File: src/hw/rtl/ibfp_pkg.sv
// Shared types, constants and helpers for the IMU burst frame parser.
// No dependencies; imported by every module of the block.
`default_nettype none

package ibfp_pkg;

    // Default configuration handed down from the top level
    localparam int IBFP_CAL_FRAMES  = 64;
    localparam int IBFP_QUEUE_DEPTH = 2;

    // Burst layout
    localparam int FRAME_LEN = 23;
    localparam int POS_W     = 5;
    localparam int ACC_OFS   = 0;
    localparam int GYR_OFS   = 6;
    localparam int ST1_POS   = 14;
    localparam int MAG_OFS   = 15;
    localparam int MOTION_BYTES = 12;

    localparam logic [POS_W-1:0] POS_IDLE = POS_W'(FRAME_LEN);
    localparam logic [POS_W-1:0] POS_LAST = POS_W'(FRAME_LEN - 1);

    // Status bits and the dead-sensor pattern
    localparam int          ST1_READY_BIT = 0;
    localparam int          ST2_OVF_BIT   = 3;
    localparam logic [7:0]  BYTE_ALL_ONES = 8'hFF;

    localparam logic signed [15:0] S16_MAX = 16'sh7FFF;
    localparam logic signed [15:0] S16_MIN = -16'sh8000;

    // One assembled frame, moved from the front part to the back part
    typedef struct packed {
        logic [15:0] accel_x;
        logic [15:0] accel_y;
        logic [15:0] accel_z;
        logic [15:0] gyro_x;
        logic [15:0] gyro_y;
        logic [15:0] gyro_z;
        logic [15:0] mag_x;
        logic [15:0] mag_y;
        logic [15:0] mag_z;
        logic        motion_valid;
        logic        mag_good;
        logic        calibrating;
        logic        restart;
        logic        last;
    } t_frame_rec;

    // One finished result
    typedef struct packed {
        logic [15:0] accel_x;
        logic [15:0] accel_y;
        logic [15:0] accel_z;
        logic [15:0] gyro_x;
        logic [15:0] gyro_y;
        logic [15:0] gyro_z;
        logic [15:0] mag_x;
        logic [15:0] mag_y;
        logic [15:0] mag_z;
        logic        motion_valid;
        logic        mag_good;
        logic        calibrating;
    } t_result;

    // Subtract two signed words, clamping to the signed 16-bit range
    function automatic logic [15:0] sat_sub16(input logic [15:0] a, input logic [15:0] b);
        logic [16:0] diff;
        diff = {a[15], a} - {b[15], b};
        if (diff[16] != diff[15]) begin
            sat_sub16 = diff[16] ? S16_MIN : S16_MAX;
        end else begin
            sat_sub16 = diff[15:0];
        end
    endfunction

endpackage

`default_nettype wire

File: src/hw/rtl/ibfp_front.sv
// Front part: byte position tracking, frame assembly and run bookkeeping.
// Depends on ibfp_pkg; pushes complete frames into ibfp_fifo.
`default_nettype none

module ibfp_front import ibfp_pkg::*; #(
    parameter int CAL_FRAMES = IBFP_CAL_FRAMES
) (
    input  wire logic        i_clk,
    input  wire logic        i_rst_n,
    input  wire logic        push,
    output logic             full,
    input  wire logic [7:0]  i_data_byte,
    input  wire logic        i_frame_start,
    input  wire logic        i_start_calibration,
    input  wire logic        i_q_full,
    output logic             o_q_push,
    output t_frame_rec       o_q_rec
);

    localparam int CNT_W = $clog2(CAL_FRAMES + 1);
    localparam logic [CNT_W-1:0] CNT_LAST = CNT_W'(CAL_FRAMES - 1);

    logic [7:0]       r_bytes [0:FRAME_LEN-2];
    logic [POS_W-1:0] r_pos, n_pos;
    logic             r_run, n_run;
    logic [CNT_W-1:0] r_cnt, n_cnt;
    logic             r_pend, n_pend;

    logic             accept;
    logic [POS_W-1:0] pos_eff;
    logic             complete;
    logic             run_now;
    logic             pend_now;
    logic             last_frame;
    logic             motion;

    // Stall only the byte that would close a frame while the queue is full
    assign full   = i_q_full && (r_pos == POS_LAST);
    assign accept = push && !full;

    // Position, run and frame count bookkeeping
    always_comb begin
        n_pos      = r_pos;
        n_run      = r_run;
        n_cnt      = r_cnt;
        n_pend     = r_pend;
        pos_eff    = r_pos;
        complete   = 1'b0;
        run_now    = r_run;
        pend_now   = r_pend;
        last_frame = 1'b0;
        if (accept) begin
            if (i_frame_start) begin
                pos_eff = '0;
                if (i_start_calibration) begin
                    run_now  = 1'b1;
                    pend_now = 1'b1;
                    n_run    = 1'b1;
                    n_cnt    = '0;
                    n_pend   = 1'b1;
                end
            end
            if (pos_eff < POS_IDLE) begin
                n_pos = pos_eff + 1'b1;
                if (pos_eff == POS_LAST) begin
                    complete = 1'b1;
                    n_pend   = 1'b0;
                    if (run_now) begin
                        last_frame = (n_cnt == CNT_LAST);
                        n_cnt      = n_cnt + 1'b1;
                        if (last_frame) begin
                            n_run = 1'b0;
                        end
                    end
                end
            end else begin
                n_pos = pos_eff;
            end
        end
    end

    always_ff @(posedge i_clk) begin
        if (!i_rst_n) begin
            r_pos  <= POS_IDLE;
            r_run  <= 1'b0;
            r_cnt  <= '0;
            r_pend <= 1'b0;
        end else begin
            r_pos  <= n_pos;
            r_run  <= n_run;
            r_cnt  <= n_cnt;
            r_pend <= n_pend;
        end
    end

    // Hold every byte but the last, which is taken straight from the port
    always_ff @(posedge i_clk) begin
        if (accept && (pos_eff < POS_LAST)) begin
            r_bytes[pos_eff] <= i_data_byte;
        end
    end

    // Dead sensor reads all ones over the accel and gyro bytes
    always_comb begin
        motion = 1'b0;
        for (int k = 0; k < MOTION_BYTES; k++) begin
            if (r_bytes[k] != BYTE_ALL_ONES) begin
                motion = 1'b1;
            end
        end
    end

    // Assemble the record for the closing beat
    always_comb begin
        o_q_push             = complete;
        o_q_rec.accel_x      = {r_bytes[ACC_OFS],     r_bytes[ACC_OFS + 1]};
        o_q_rec.accel_y      = {r_bytes[ACC_OFS + 2], r_bytes[ACC_OFS + 3]};
        o_q_rec.accel_z      = {r_bytes[ACC_OFS + 4], r_bytes[ACC_OFS + 5]};
        o_q_rec.gyro_x       = {r_bytes[GYR_OFS],     r_bytes[GYR_OFS + 1]};
        o_q_rec.gyro_y       = {r_bytes[GYR_OFS + 2], r_bytes[GYR_OFS + 3]};
        o_q_rec.gyro_z       = {r_bytes[GYR_OFS + 4], r_bytes[GYR_OFS + 5]};
        o_q_rec.mag_x        = {r_bytes[MAG_OFS + 1], r_bytes[MAG_OFS]};
        o_q_rec.mag_y        = {r_bytes[MAG_OFS + 3], r_bytes[MAG_OFS + 2]};
        o_q_rec.mag_z        = {r_bytes[MAG_OFS + 5], r_bytes[MAG_OFS + 4]};
        o_q_rec.motion_valid = motion;
        o_q_rec.mag_good     = r_bytes[ST1_POS][ST1_READY_BIT] && !i_data_byte[ST2_OVF_BIT];
        o_q_rec.calibrating  = run_now;
        o_q_rec.restart      = pend_now;
        o_q_rec.last         = last_frame;
    end

    // Position never strays past the idle code
    a_pos_range: assert property (@(posedge i_clk) disable iff (!i_rst_n)
        r_pos <= POS_IDLE)
        else $error("byte position out of range");

endmodule

`default_nettype wire

File: src/hw/rtl/ibfp_fifo.sv
// Short frame queue between the front and back parts.
// Depends on ibfp_pkg for the frame record type.
`default_nettype none

module ibfp_fifo import ibfp_pkg::*; #(
    parameter int DEPTH = IBFP_QUEUE_DEPTH
) (
    input  wire logic       i_clk,
    input  wire logic       i_rst_n,
    input  wire logic       i_push,
    input  t_frame_rec      i_rec,
    output logic            o_full,
    input  wire logic       i_pop,
    output t_frame_rec      o_rec,
    output logic            o_empty
);

    localparam int PTR_W = $clog2(DEPTH);
    localparam int CNT_W = $clog2(DEPTH + 1);
    localparam logic [PTR_W-1:0] PTR_LAST = PTR_W'(DEPTH - 1);
    localparam logic [CNT_W-1:0] CNT_FULL = CNT_W'(DEPTH);

    t_frame_rec       r_mem [0:DEPTH-1];
    logic [PTR_W-1:0] r_wr, r_rd;
    logic [CNT_W-1:0] r_count;
    logic             do_push, do_pop;

    assign o_full  = (r_count == CNT_FULL);
    assign o_empty = (r_count == '0);
    assign do_push = i_push && !o_full;
    assign do_pop  = i_pop && !o_empty;
    assign o_rec   = r_mem[r_rd];

    // Advance pointers and occupancy
    always_ff @(posedge i_clk) begin
        if (!i_rst_n) begin
            r_wr    <= '0;
            r_rd    <= '0;
            r_count <= '0;
        end else begin
            if (do_push) begin
                r_wr <= (r_wr == PTR_LAST) ? '0 : r_wr + 1'b1;
            end
            if (do_pop) begin
                r_rd <= (r_rd == PTR_LAST) ? '0 : r_rd + 1'b1;
            end
            if (do_push && !do_pop) begin
                r_count <= r_count + 1'b1;
            end else if (do_pop && !do_push) begin
                r_count <= r_count - 1'b1;
            end
        end
    end

    always_ff @(posedge i_clk) begin
        if (do_push) begin
            r_mem[r_wr] <= i_rec;
        end
    end

endmodule

`default_nettype wire

File: src/hw/rtl/ibfp_div.sv
// Signed divider by the calibration frame count, three axes at once.
// Depends on ibfp_pkg; used by ibfp_back to turn bias sums into bias words.
`default_nettype none

module ibfp_div import ibfp_pkg::*; #(
    parameter int CAL_FRAMES = IBFP_CAL_FRAMES,
    parameter int SUM_W      = 16 + $clog2(CAL_FRAMES)
) (
    input  wire logic                  i_clk,
    input  wire logic                  i_rst_n,
    input  wire logic                  i_start,
    input  wire logic [2:0][SUM_W-1:0] i_sum,
    output logic                       o_done,
    output logic [2:0][15:0]           o_quo
);

    // Rounded-up reciprocal of the frame count; exact for every magnitude below 2**SUM_W
    localparam int     LOG_D  = $clog2(CAL_FRAMES);
    localparam int     SHIFT  = SUM_W + LOG_D;
    localparam int     MUL_W  = SUM_W + 1;
    localparam int     PROD_W = SUM_W + MUL_W;
    localparam longint RECIP  = ((longint'(1) << SHIFT) / longint'(CAL_FRAMES)) + longint'(1);
    localparam logic [MUL_W-1:0] MULT = MUL_W'(RECIP);

    logic                      r_busy;
    logic                      r_done;
    logic [2:0]                r_neg;
    logic [2:0][SUM_W-1:0]     r_mag;
    logic [2:0][15:0]          r_quo;

    logic [2:0][PROD_W-1:0]    prod;
    logic [2:0][15:0]          q_mag;

    // Advance the two stages
    always_ff @(posedge i_clk) begin
        if (!i_rst_n) begin
            r_busy <= 1'b0;
            r_done <= 1'b0;
        end else begin
            r_busy <= i_start;
            r_done <= r_busy;
        end
    end

    // Split each sum into sign and magnitude
    always_ff @(posedge i_clk) begin
        if (i_start) begin
            for (int a = 0; a < 3; a++) begin
                r_neg[a] <= i_sum[a][SUM_W-1];
                r_mag[a] <= i_sum[a][SUM_W-1] ? (~i_sum[a] + 1'b1) : i_sum[a];
            end
        end
    end

    // Scale the magnitude by the reciprocal and keep the integer part
    always_comb begin
        for (int a = 0; a < 3; a++) begin
            prod[a]  = PROD_W'(r_mag[a]) * PROD_W'(MULT);
            q_mag[a] = prod[a][SHIFT +: 16];
        end
    end

    // Restore the sign; the quotient always fits the signed 16-bit range
    always_ff @(posedge i_clk) begin
        if (r_busy) begin
            for (int a = 0; a < 3; a++) begin
                r_quo[a] <= r_neg[a] ? (~q_mag[a] + 1'b1) : q_mag[a];
            end
        end
    end

    assign o_done = r_done;
    assign o_quo  = r_quo;

    // A new run must not land on a division in flight
    a_no_restart: assert property (@(posedge i_clk) disable iff (!i_rst_n)
        i_start |-> !r_busy)
        else $error("divider restarted while busy");

endmodule

`default_nettype wire

File: src/hw/rtl/ibfp_back.sv
// Back part: gyro bias removal, calibration sums and the result register.
// Depends on ibfp_pkg and instantiates ibfp_div.
`default_nettype none

module ibfp_back import ibfp_pkg::*; #(
    parameter int CAL_FRAMES = IBFP_CAL_FRAMES
) (
    input  wire logic  i_clk,
    input  wire logic  i_rst_n,
    input  wire logic  i_q_empty,
    input  t_frame_rec i_q_rec,
    output logic       o_q_pop,
    output t_result    o_result,
    output logic       empty,
    input  wire logic  pop
);

    localparam int SUM_W = 16 + $clog2(CAL_FRAMES);

    typedef enum logic [1:0] {
        ST_RUN  = 2'b01,
        ST_BIAS = 2'b10
    } t_back_state;

    t_back_state             r_state;
    logic [2:0][15:0]        r_bias;
    logic [2:0][SUM_W-1:0]   r_sum;
    t_result                 r_out;
    logic                    r_out_valid;

    logic                    take;
    logic [2:0][15:0]        raw;
    logic [2:0][15:0]        bias_eff;
    logic [2:0][15:0]        gyro_out;
    logic [2:0][SUM_W-1:0]   sum_new;
    logic                    div_start;
    logic                    div_done;
    logic [2:0][15:0]        div_quo;
    t_result                 res;

    // Take a frame when the result slot frees and no bias load is pending
    assign take    = !i_q_empty && (r_state == ST_RUN) && (!r_out_valid || pop);
    assign o_q_pop = take;
    assign empty   = !r_out_valid;
    assign o_result = r_out;

    assign raw[0] = i_q_rec.gyro_x;
    assign raw[1] = i_q_rec.gyro_y;
    assign raw[2] = i_q_rec.gyro_z;

    // Remove bias and extend the running sums
    always_comb begin
        for (int a = 0; a < 3; a++) begin
            bias_eff[a] = i_q_rec.restart ? '0 : r_bias[a];
            gyro_out[a] = sat_sub16(raw[a], bias_eff[a]);
            sum_new[a]  = (i_q_rec.restart ? '0 : r_sum[a])
                        + SUM_W'($signed(raw[a]));
        end
    end

    always_comb begin
        res.accel_x      = i_q_rec.accel_x;
        res.accel_y      = i_q_rec.accel_y;
        res.accel_z      = i_q_rec.accel_z;
        res.gyro_x       = gyro_out[0];
        res.gyro_y       = gyro_out[1];
        res.gyro_z       = gyro_out[2];
        res.mag_x        = i_q_rec.mag_x;
        res.mag_y        = i_q_rec.mag_y;
        res.mag_z        = i_q_rec.mag_z;
        res.motion_valid = i_q_rec.motion_valid;
        res.mag_good     = i_q_rec.mag_good;
        res.calibrating  = i_q_rec.calibrating;
    end

    assign div_start = take && i_q_rec.last;

    ibfp_div #(
        .CAL_FRAMES (CAL_FRAMES),
        .SUM_W      (SUM_W)
    ) u_div (
        .i_clk   (i_clk),
        .i_rst_n (i_rst_n),
        .i_start (div_start),
        .i_sum   (sum_new),
        .o_done  (div_done),
        .o_quo   (div_quo)
    );

    // Sequence bias state and the result slot
    always_ff @(posedge i_clk) begin
        if (!i_rst_n) begin
            r_state     <= ST_RUN;
            r_bias      <= '0;
            r_sum       <= '0;
            r_out_valid <= 1'b0;
        end else begin
            unique case (r_state)
                ST_RUN: begin
                    if (take) begin
                        if (i_q_rec.restart) begin
                            r_bias <= '0;
                            r_sum  <= '0;
                        end
                        if (i_q_rec.calibrating) begin
                            r_sum <= sum_new;
                        end
                        if (i_q_rec.last) begin
                            r_state <= ST_BIAS;
                        end
                    end
                end
                ST_BIAS: begin
                    if (div_done) begin
                        r_bias  <= div_quo;
                        r_state <= ST_RUN;
                    end
                end
                default: begin
                    r_state <= ST_RUN;
                end
            endcase
            if (take) begin
                r_out_valid <= 1'b1;
            end else if (pop) begin
                r_out_valid <= 1'b0;
            end
        end
    end

    always_ff @(posedge i_clk) begin
        if (take) begin
            r_out <= res;
        end
    end

    // A finished division only arrives while a bias load is pending
    a_done_in_bias: assert property (@(posedge i_clk) disable iff (!i_rst_n)
        div_done |-> (r_state == ST_BIAS))
        else $error("divider done outside bias load");

    // The closing frame of a run holds off the queue until the bias lands
    a_last_blocks: assert property (@(posedge i_clk) disable iff (!i_rst_n)
        div_start |=> (r_state == ST_BIAS) && !o_q_pop)
        else $error("queue read during bias load");

    // An untaken result stays put
    a_out_hold: assert property (@(posedge i_clk) disable iff (!i_rst_n)
        (r_out_valid && !pop) |=> (r_out_valid && $stable(r_out)))
        else $error("pending result lost or changed");

endmodule

`default_nettype wire

File: src/hw/rtl/imu_burst_frame_parser.sv
// IMU burst frame parser with gyro bias removal: top level.
// Ties ibfp_front, ibfp_fifo and ibfp_back together; depends on ibfp_pkg.
//
// The block takes one byte of a 23-byte sensor burst per clock while full is
// low and gives one result per complete frame: three big-endian accel words,
// three gyro words with the stored bias removed (saturated), three
// little-endian mag words and three flags. A byte with frame_start opens a
// new frame at position 0; bytes outside an open frame are dropped. The
// accepting edge of the closing byte writes the frame queue; the frame then
// moves into the result register on the ports once the result slot is free
// and no bias load is pending. full rises only while the closing byte of a
// frame is due and the frame queue (QUEUE_DEPTH entries) is full, so bytes
// stream one per cycle while results are taken. The frame that ends a
// calibration run starts a divide by CAL_FRAMES (a multiply by its reciprocal);
// the following frame waits in the queue until the new bias is in place.
`default_nettype none

module imu_burst_frame_parser import ibfp_pkg::*; #(
    parameter int CAL_FRAMES  = IBFP_CAL_FRAMES,
    parameter int QUEUE_DEPTH = IBFP_QUEUE_DEPTH
) (
    input  wire logic         i_clk,
    input  wire logic         i_rst_n,
    input  wire logic         push,
    output logic              full,
    input  wire logic [7:0]   i_data_byte,
    input  wire logic         i_frame_start,
    input  wire logic         i_start_calibration,
    output logic              empty,
    input  wire logic         pop,
    output logic signed [15:0] o_accel_x,
    output logic signed [15:0] o_accel_y,
    output logic signed [15:0] o_accel_z,
    output logic signed [15:0] o_gyro_x,
    output logic signed [15:0] o_gyro_y,
    output logic signed [15:0] o_gyro_z,
    output logic signed [15:0] o_mag_x,
    output logic signed [15:0] o_mag_y,
    output logic signed [15:0] o_mag_z,
    output logic              o_motion_valid,
    output logic              o_mag_good,
    output logic              o_calibrating
);

    logic       q_full;
    logic       q_push;
    t_frame_rec q_in;
    logic       q_pop;
    t_frame_rec q_out;
    logic       q_empty;
    t_result    result;

    ibfp_front #(
        .CAL_FRAMES (CAL_FRAMES)
    ) u_front (
        .i_clk               (i_clk),
        .i_rst_n             (i_rst_n),
        .push                (push),
        .full                (full),
        .i_data_byte         (i_data_byte),
        .i_frame_start       (i_frame_start),
        .i_start_calibration (i_start_calibration),
        .i_q_full            (q_full),
        .o_q_push            (q_push),
        .o_q_rec             (q_in)
    );

    ibfp_fifo #(
        .DEPTH (QUEUE_DEPTH)
    ) u_fifo (
        .i_clk   (i_clk),
        .i_rst_n (i_rst_n),
        .i_push  (q_push),
        .i_rec   (q_in),
        .o_full  (q_full),
        .i_pop   (q_pop),
        .o_rec   (q_out),
        .o_empty (q_empty)
    );

    ibfp_back #(
        .CAL_FRAMES (CAL_FRAMES)
    ) u_back (
        .i_clk     (i_clk),
        .i_rst_n   (i_rst_n),
        .i_q_empty (q_empty),
        .i_q_rec   (q_out),
        .o_q_pop   (q_pop),
        .o_result  (result),
        .empty     (empty),
        .pop       (pop)
    );

    // Unpack the result register onto the ports
    assign o_accel_x      = result.accel_x;
    assign o_accel_y      = result.accel_y;
    assign o_accel_z      = result.accel_z;
    assign o_gyro_x       = result.gyro_x;
    assign o_gyro_y       = result.gyro_y;
    assign o_gyro_z       = result.gyro_z;
    assign o_mag_x        = result.mag_x;
    assign o_mag_y        = result.mag_y;
    assign o_mag_z        = result.mag_z;
    assign o_motion_valid = result.motion_valid;
    assign o_mag_good     = result.mag_good;
    assign o_calibrating  = result.calibrating;

endmodule

`default_nettype wire
File: config.mk
export PLATFORM = sky130hd
export DESIGN_NAME = imu_burst_frame_parser
export DESIGN_NICKNAME = d
export VERILOG_FILES = /design/src/hw/rtl/ibfp_pkg.sv /design/src/hw/rtl/ibfp_front.sv /design/src/hw/rtl/ibfp_fifo.sv /design/src/hw/rtl/ibfp_div.sv /design/src/hw/rtl/ibfp_back.sv /design/src/hw/rtl/imu_burst_frame_parser.sv
export SDC_FILE = /design/constraint.sdc
export NUM_CORES = 1
export LEC_CHECK = 0
export ABC_AREA = 0
export BUFFER_PORTS_ARGS = -buffer_cell sky130_fd_sc_hd__buf_4
export CAP_MARGIN = 20
export CORE_MARGIN = 5
export CORE_UTILIZATION = 35
export CTS_BUF_LIST = sky130_fd_sc_hd__clkbuf_4 sky130_fd_sc_hd__clkbuf_8 sky130_fd_sc_hd__clkbuf_16
export CTS_CLUSTER_SIZE = 40
export DETAILED_ROUTE_END_ITERATION = 8
export GPL_TIMING_DRIVEN = 0
export PLACE_DENSITY_LB_ADDON = 0.25
export SKIP_CTS_REPAIR_TIMING = 1
export SYNTH_ARGS = -nofsm -noshare
export SYNTH_HDL_FRONTEND = slang
export SYNTH_SLANG_ARGS = --single-unit
File: constraint.sdc
create_clock -name i_clk -period 28 [get_ports i_clk]
set_clock_uncertainty 0.2 [all_clocks]
set_input_delay 4.2 -clock i_clk [delete_from_list [all_inputs] [get_ports i_clk]]
set_output_delay 4.2 -clock i_clk [all_outputs]
set_load 0.02 [all_outputs]
==> impl_metrics.toml <==
[logic_synthesis]
synth_warnings = 0
synth_top_family_by_area = "simple AND/OR/NAND/NOR gates"
yosysUniqueCellTypes = 91
syn_nets = 2858
synth_ff_type = "edfxtp_1"
synth_largest_area_cell = "edfxtp_1"
avgSynthCellArea_um2 = 13.4
synthMuxAreaShare = 0.0480
ys_seq_area_frac = 0.642
synthArstFlopShare = 0
synth_area_mm2 = 0.0365
synth_area_leaders = "edfxtp_1 57%, dfxtp_1 7.6%, mux2_2 4.5%, ha_1 4.0%, xnor2_1 2.4%"
synth_edf_count = 689
synth_xor_area_frac = 0.0391
yosys.area_share.adder = 0.0437
netlist_instances = 2720
synth-compound-area-share = 0.0996
synth-simple-area-share = 0.110
synth.top_cell.area_share = 0.566
ys_ff_latch = 827

[global_route]
grt_pass1_wl_um = 138000
antenna_found_initial = 6
grtUsageTotal = 0.160
grt_pass1_vias = 22300
overflow = 0
grt_max_degree = 117

[power_and_ir_drop]
p_int_w = 0.00266
seq_power_share = 0.428
power_switching_w = 0.00127
p_clk_frac = 0.291
leakagePower_nw = 14.9
swShare = 0.323
combPwrFrac = 0.281
power.density_mw_per_mm2 = 91.8
vdd_ir_drop_max_mv = 0.0585

[final_layout]
layout-drive-gt1-share = 0.177
area_growth_pct = 16.9
diodes = 0
seqCellArea_mm2 = 0.0235
multi_input_area_mm2 = 0.0124
fill_cells = 9692
finish.net_count = 3133

[die]
die_h_um = 333
ios = 163
num_rows = 118
die_w_um = 333
fp.dieArea_mm2 = 0.111
core-area_mm2 = 0.104
start_util = 0.352

[placement]
pre_cts_slack_ns = 20.47
place_hpwl_um = 64600
place_congestion = 0.856
port_buffers = 161

[worst_setup_path]
path_cells = "clkbuf_1, clkbuf_1, buf_1, buf_1, mux2i_1, inv_1, ha_1, a211oi_1, o211ai_1, nand4_1, a31oi_1, o2111a_1, o211a_1, nor3_1, buf_2, a21oi_1, xnor2_1"
worstPathRequired_ns = 28.16
cpPeakStageDelay_ns = 0.82
end_kind = "flip-flop"
crit_path_top_delay_cell = "nor3_1"
path_class = "reg -> reg"
critPathLaunchType = "flip-flop"
cp_data_arrival_time_ns = 7.59
crit_fanout = 10

[sta]
maxSlewHeadroom = 0.259
finalCriticalPeriod_ns = 7.42
tns_ns = 0
worst_slew_pin_slew_ns = 1.11
hold_viol_final = 0
setup_viol = 0
fmax_ghz = 0.135
worst_slack_ns = 20.58
slew_violations = 0
rsz0062_at_grt = "no"
min_period_over_period = 0.265

[routing]
drt-initial-drc-count = 1800
drt_wl_total_um = 91100
ant_nets = 0
drt_first_pass_iters = 6
via_per_inst = 5.09
drc = 0
vias = 22600
wl_per_cell_um = 20.5

[clock_tree]
cts.sinks = 827
clock_latency_ns = 0.67
ctsRootBufferMaster = "clkbuf_16"
cts_made_buffers = 88
cts-htree-levels = 3
cts.clk_slew.worst_paths_ns = 0.06
clockBufferDepth = 3
cts_tree = "done"

[hold_path]
min_path_type = "reg -> reg"

[status]
status = "finished clean"

[run]
maxCapViolCount = 0
## area by class of cell
class	instances	area share
multi-input combinational	1729	0.291
tap	1380	0.0404
buffer	105	0.00984
clock buffer	123	0.0593
timing repair buffer	185	0.0370
clock inverter	36	0.00762
sequential	827	0.549
inverter	59	0.00539
## synth_stat cells, types with 43 or more instances
library cell	number
edfxtp_1	689
nand2_1	157
nor2_1	155
mux2_2	146
dfxtp_1	138
a21oi_1	125
ha_1	118
a22oi_1	100
nor2b_1	99
xnor2_1	99
clkbuf_1	87
and2_1	85
o21ai_0	77
xor2_1	64
inv_1	56
nor3_1	43
## metrics by stage
step | std cells | cell area [µm²] | total power [W] | util | hold WS (ns)
2_1_floorplan | 2720 | 36500 | 0.00241 | - | 0.221
3_3_place_gp | 4261 | 39500 | 0.00283 | 0.381 | 0.222
3_5_place_dp | 4285 | 39900 | 0.00282 | 0.385 | 0.230
4_1_cts | 4444 | 42700 | 0.00397 | 0.412 | 0.237
5_1_grt | 4444 | 42700 | 0.00412 | 0.412 | 0.236
6_report | 4444 | 42700 | 0.00392 | 0.412 | 0.233
## power groups by stage
stage	Clock, W	Combinational (W)	Sequential [W]
2_1_floorplan	0	0.000595	0.00182
3_3_place_gp	0	0.00108	0.00174
3_5_place_dp	0	0.00111	0.00170
4_1_cts	0.00117	0.00112	0.00168
5_1_grt	0.00123	0.00120	0.00169
6_report	0.00114	0.00110	0.00168
## state kept, by name, indices dropped and copies added (netlist names), named ones only
name                 cells
u_back.u_div.o_quo      48
u_fifo.r_count           2
u_fifo.r_mem           298
u_fifo.r_wr              1
u_back.r_sum            66
u_front.r_cnt            7
u_back.r_bias           48
u_front.r_pend           1
u_front.r_run            1
u_back.u_div.r_mag      48
u_fifo.r_rd              1
u_back.u_div.r_busy      1
u_back.u_div.o_done      1
u_back.r_state           2
u_back.o_result        147
u_back.r_out_valid       1
u_back.u_div.r_neg       3
u_front.r_pos            5
u_front.r_bytes        145
## layer usage
layer,share of wire,track usage,vias to the layer above
li1,-,-,10800
met1,0.45,0.218,11200
met2,0.48,0.268,480
met3,0.048,0.0265,105
met4,0.020,0.0411,0
met5,0,0,-
## logic make-up (layout without fill, tap and decap cells)
family,Yosys count,after routing
fa+ha+maj,124,124
mux,157,157
simple gates,754,754
compound gates,531,531
buf+inv,164,508
flops,827,827
xor+xnor,163,163
## worst max-delay path: cells and delay by family (launching register included)
family / cells / cell delay (ns)
buffers and inverters: 6 / 3.09
muxes: 1 / 0.43
AOI/OAI and AO/OA: 6 / 1.52
xor gates and xnor gates: 1 / 0.16
and+or+nand+nor: 2 / 1.01
DFF: 1 / 0.30
adders and majority gates: 1 / 0.35
## cells in the final DEF (no fill, tap or decap), drive strengths merged, types with 80 or more instances in the layout
cell type	count
and2	85
ha	118
xnor2	99
clkbuf	211
a21oi	125
nor2b	99
o21ai	80
nor2	155
dfxtp	138
a22oi	100
mux2	146
buf	202
edfxtp	689
nand2	158
## final timing paths
kind                          start                      to  slack [ns]  cells after the start
max                       flip-flop  u_back.u_div.r_mag[39]       20.58                     17
min          u_front.r_bytes[16][5]     u_fifo.r_mem[1][50]        0.23                      0
max reg2reg               flip-flop  u_back.u_div.r_mag[39]       20.58                     17
min reg2reg  u_front.r_bytes[16][5]     u_fifo.r_mem[1][50]        0.23                      0
No activity file was read; power rests on OpenSTA's default activity.
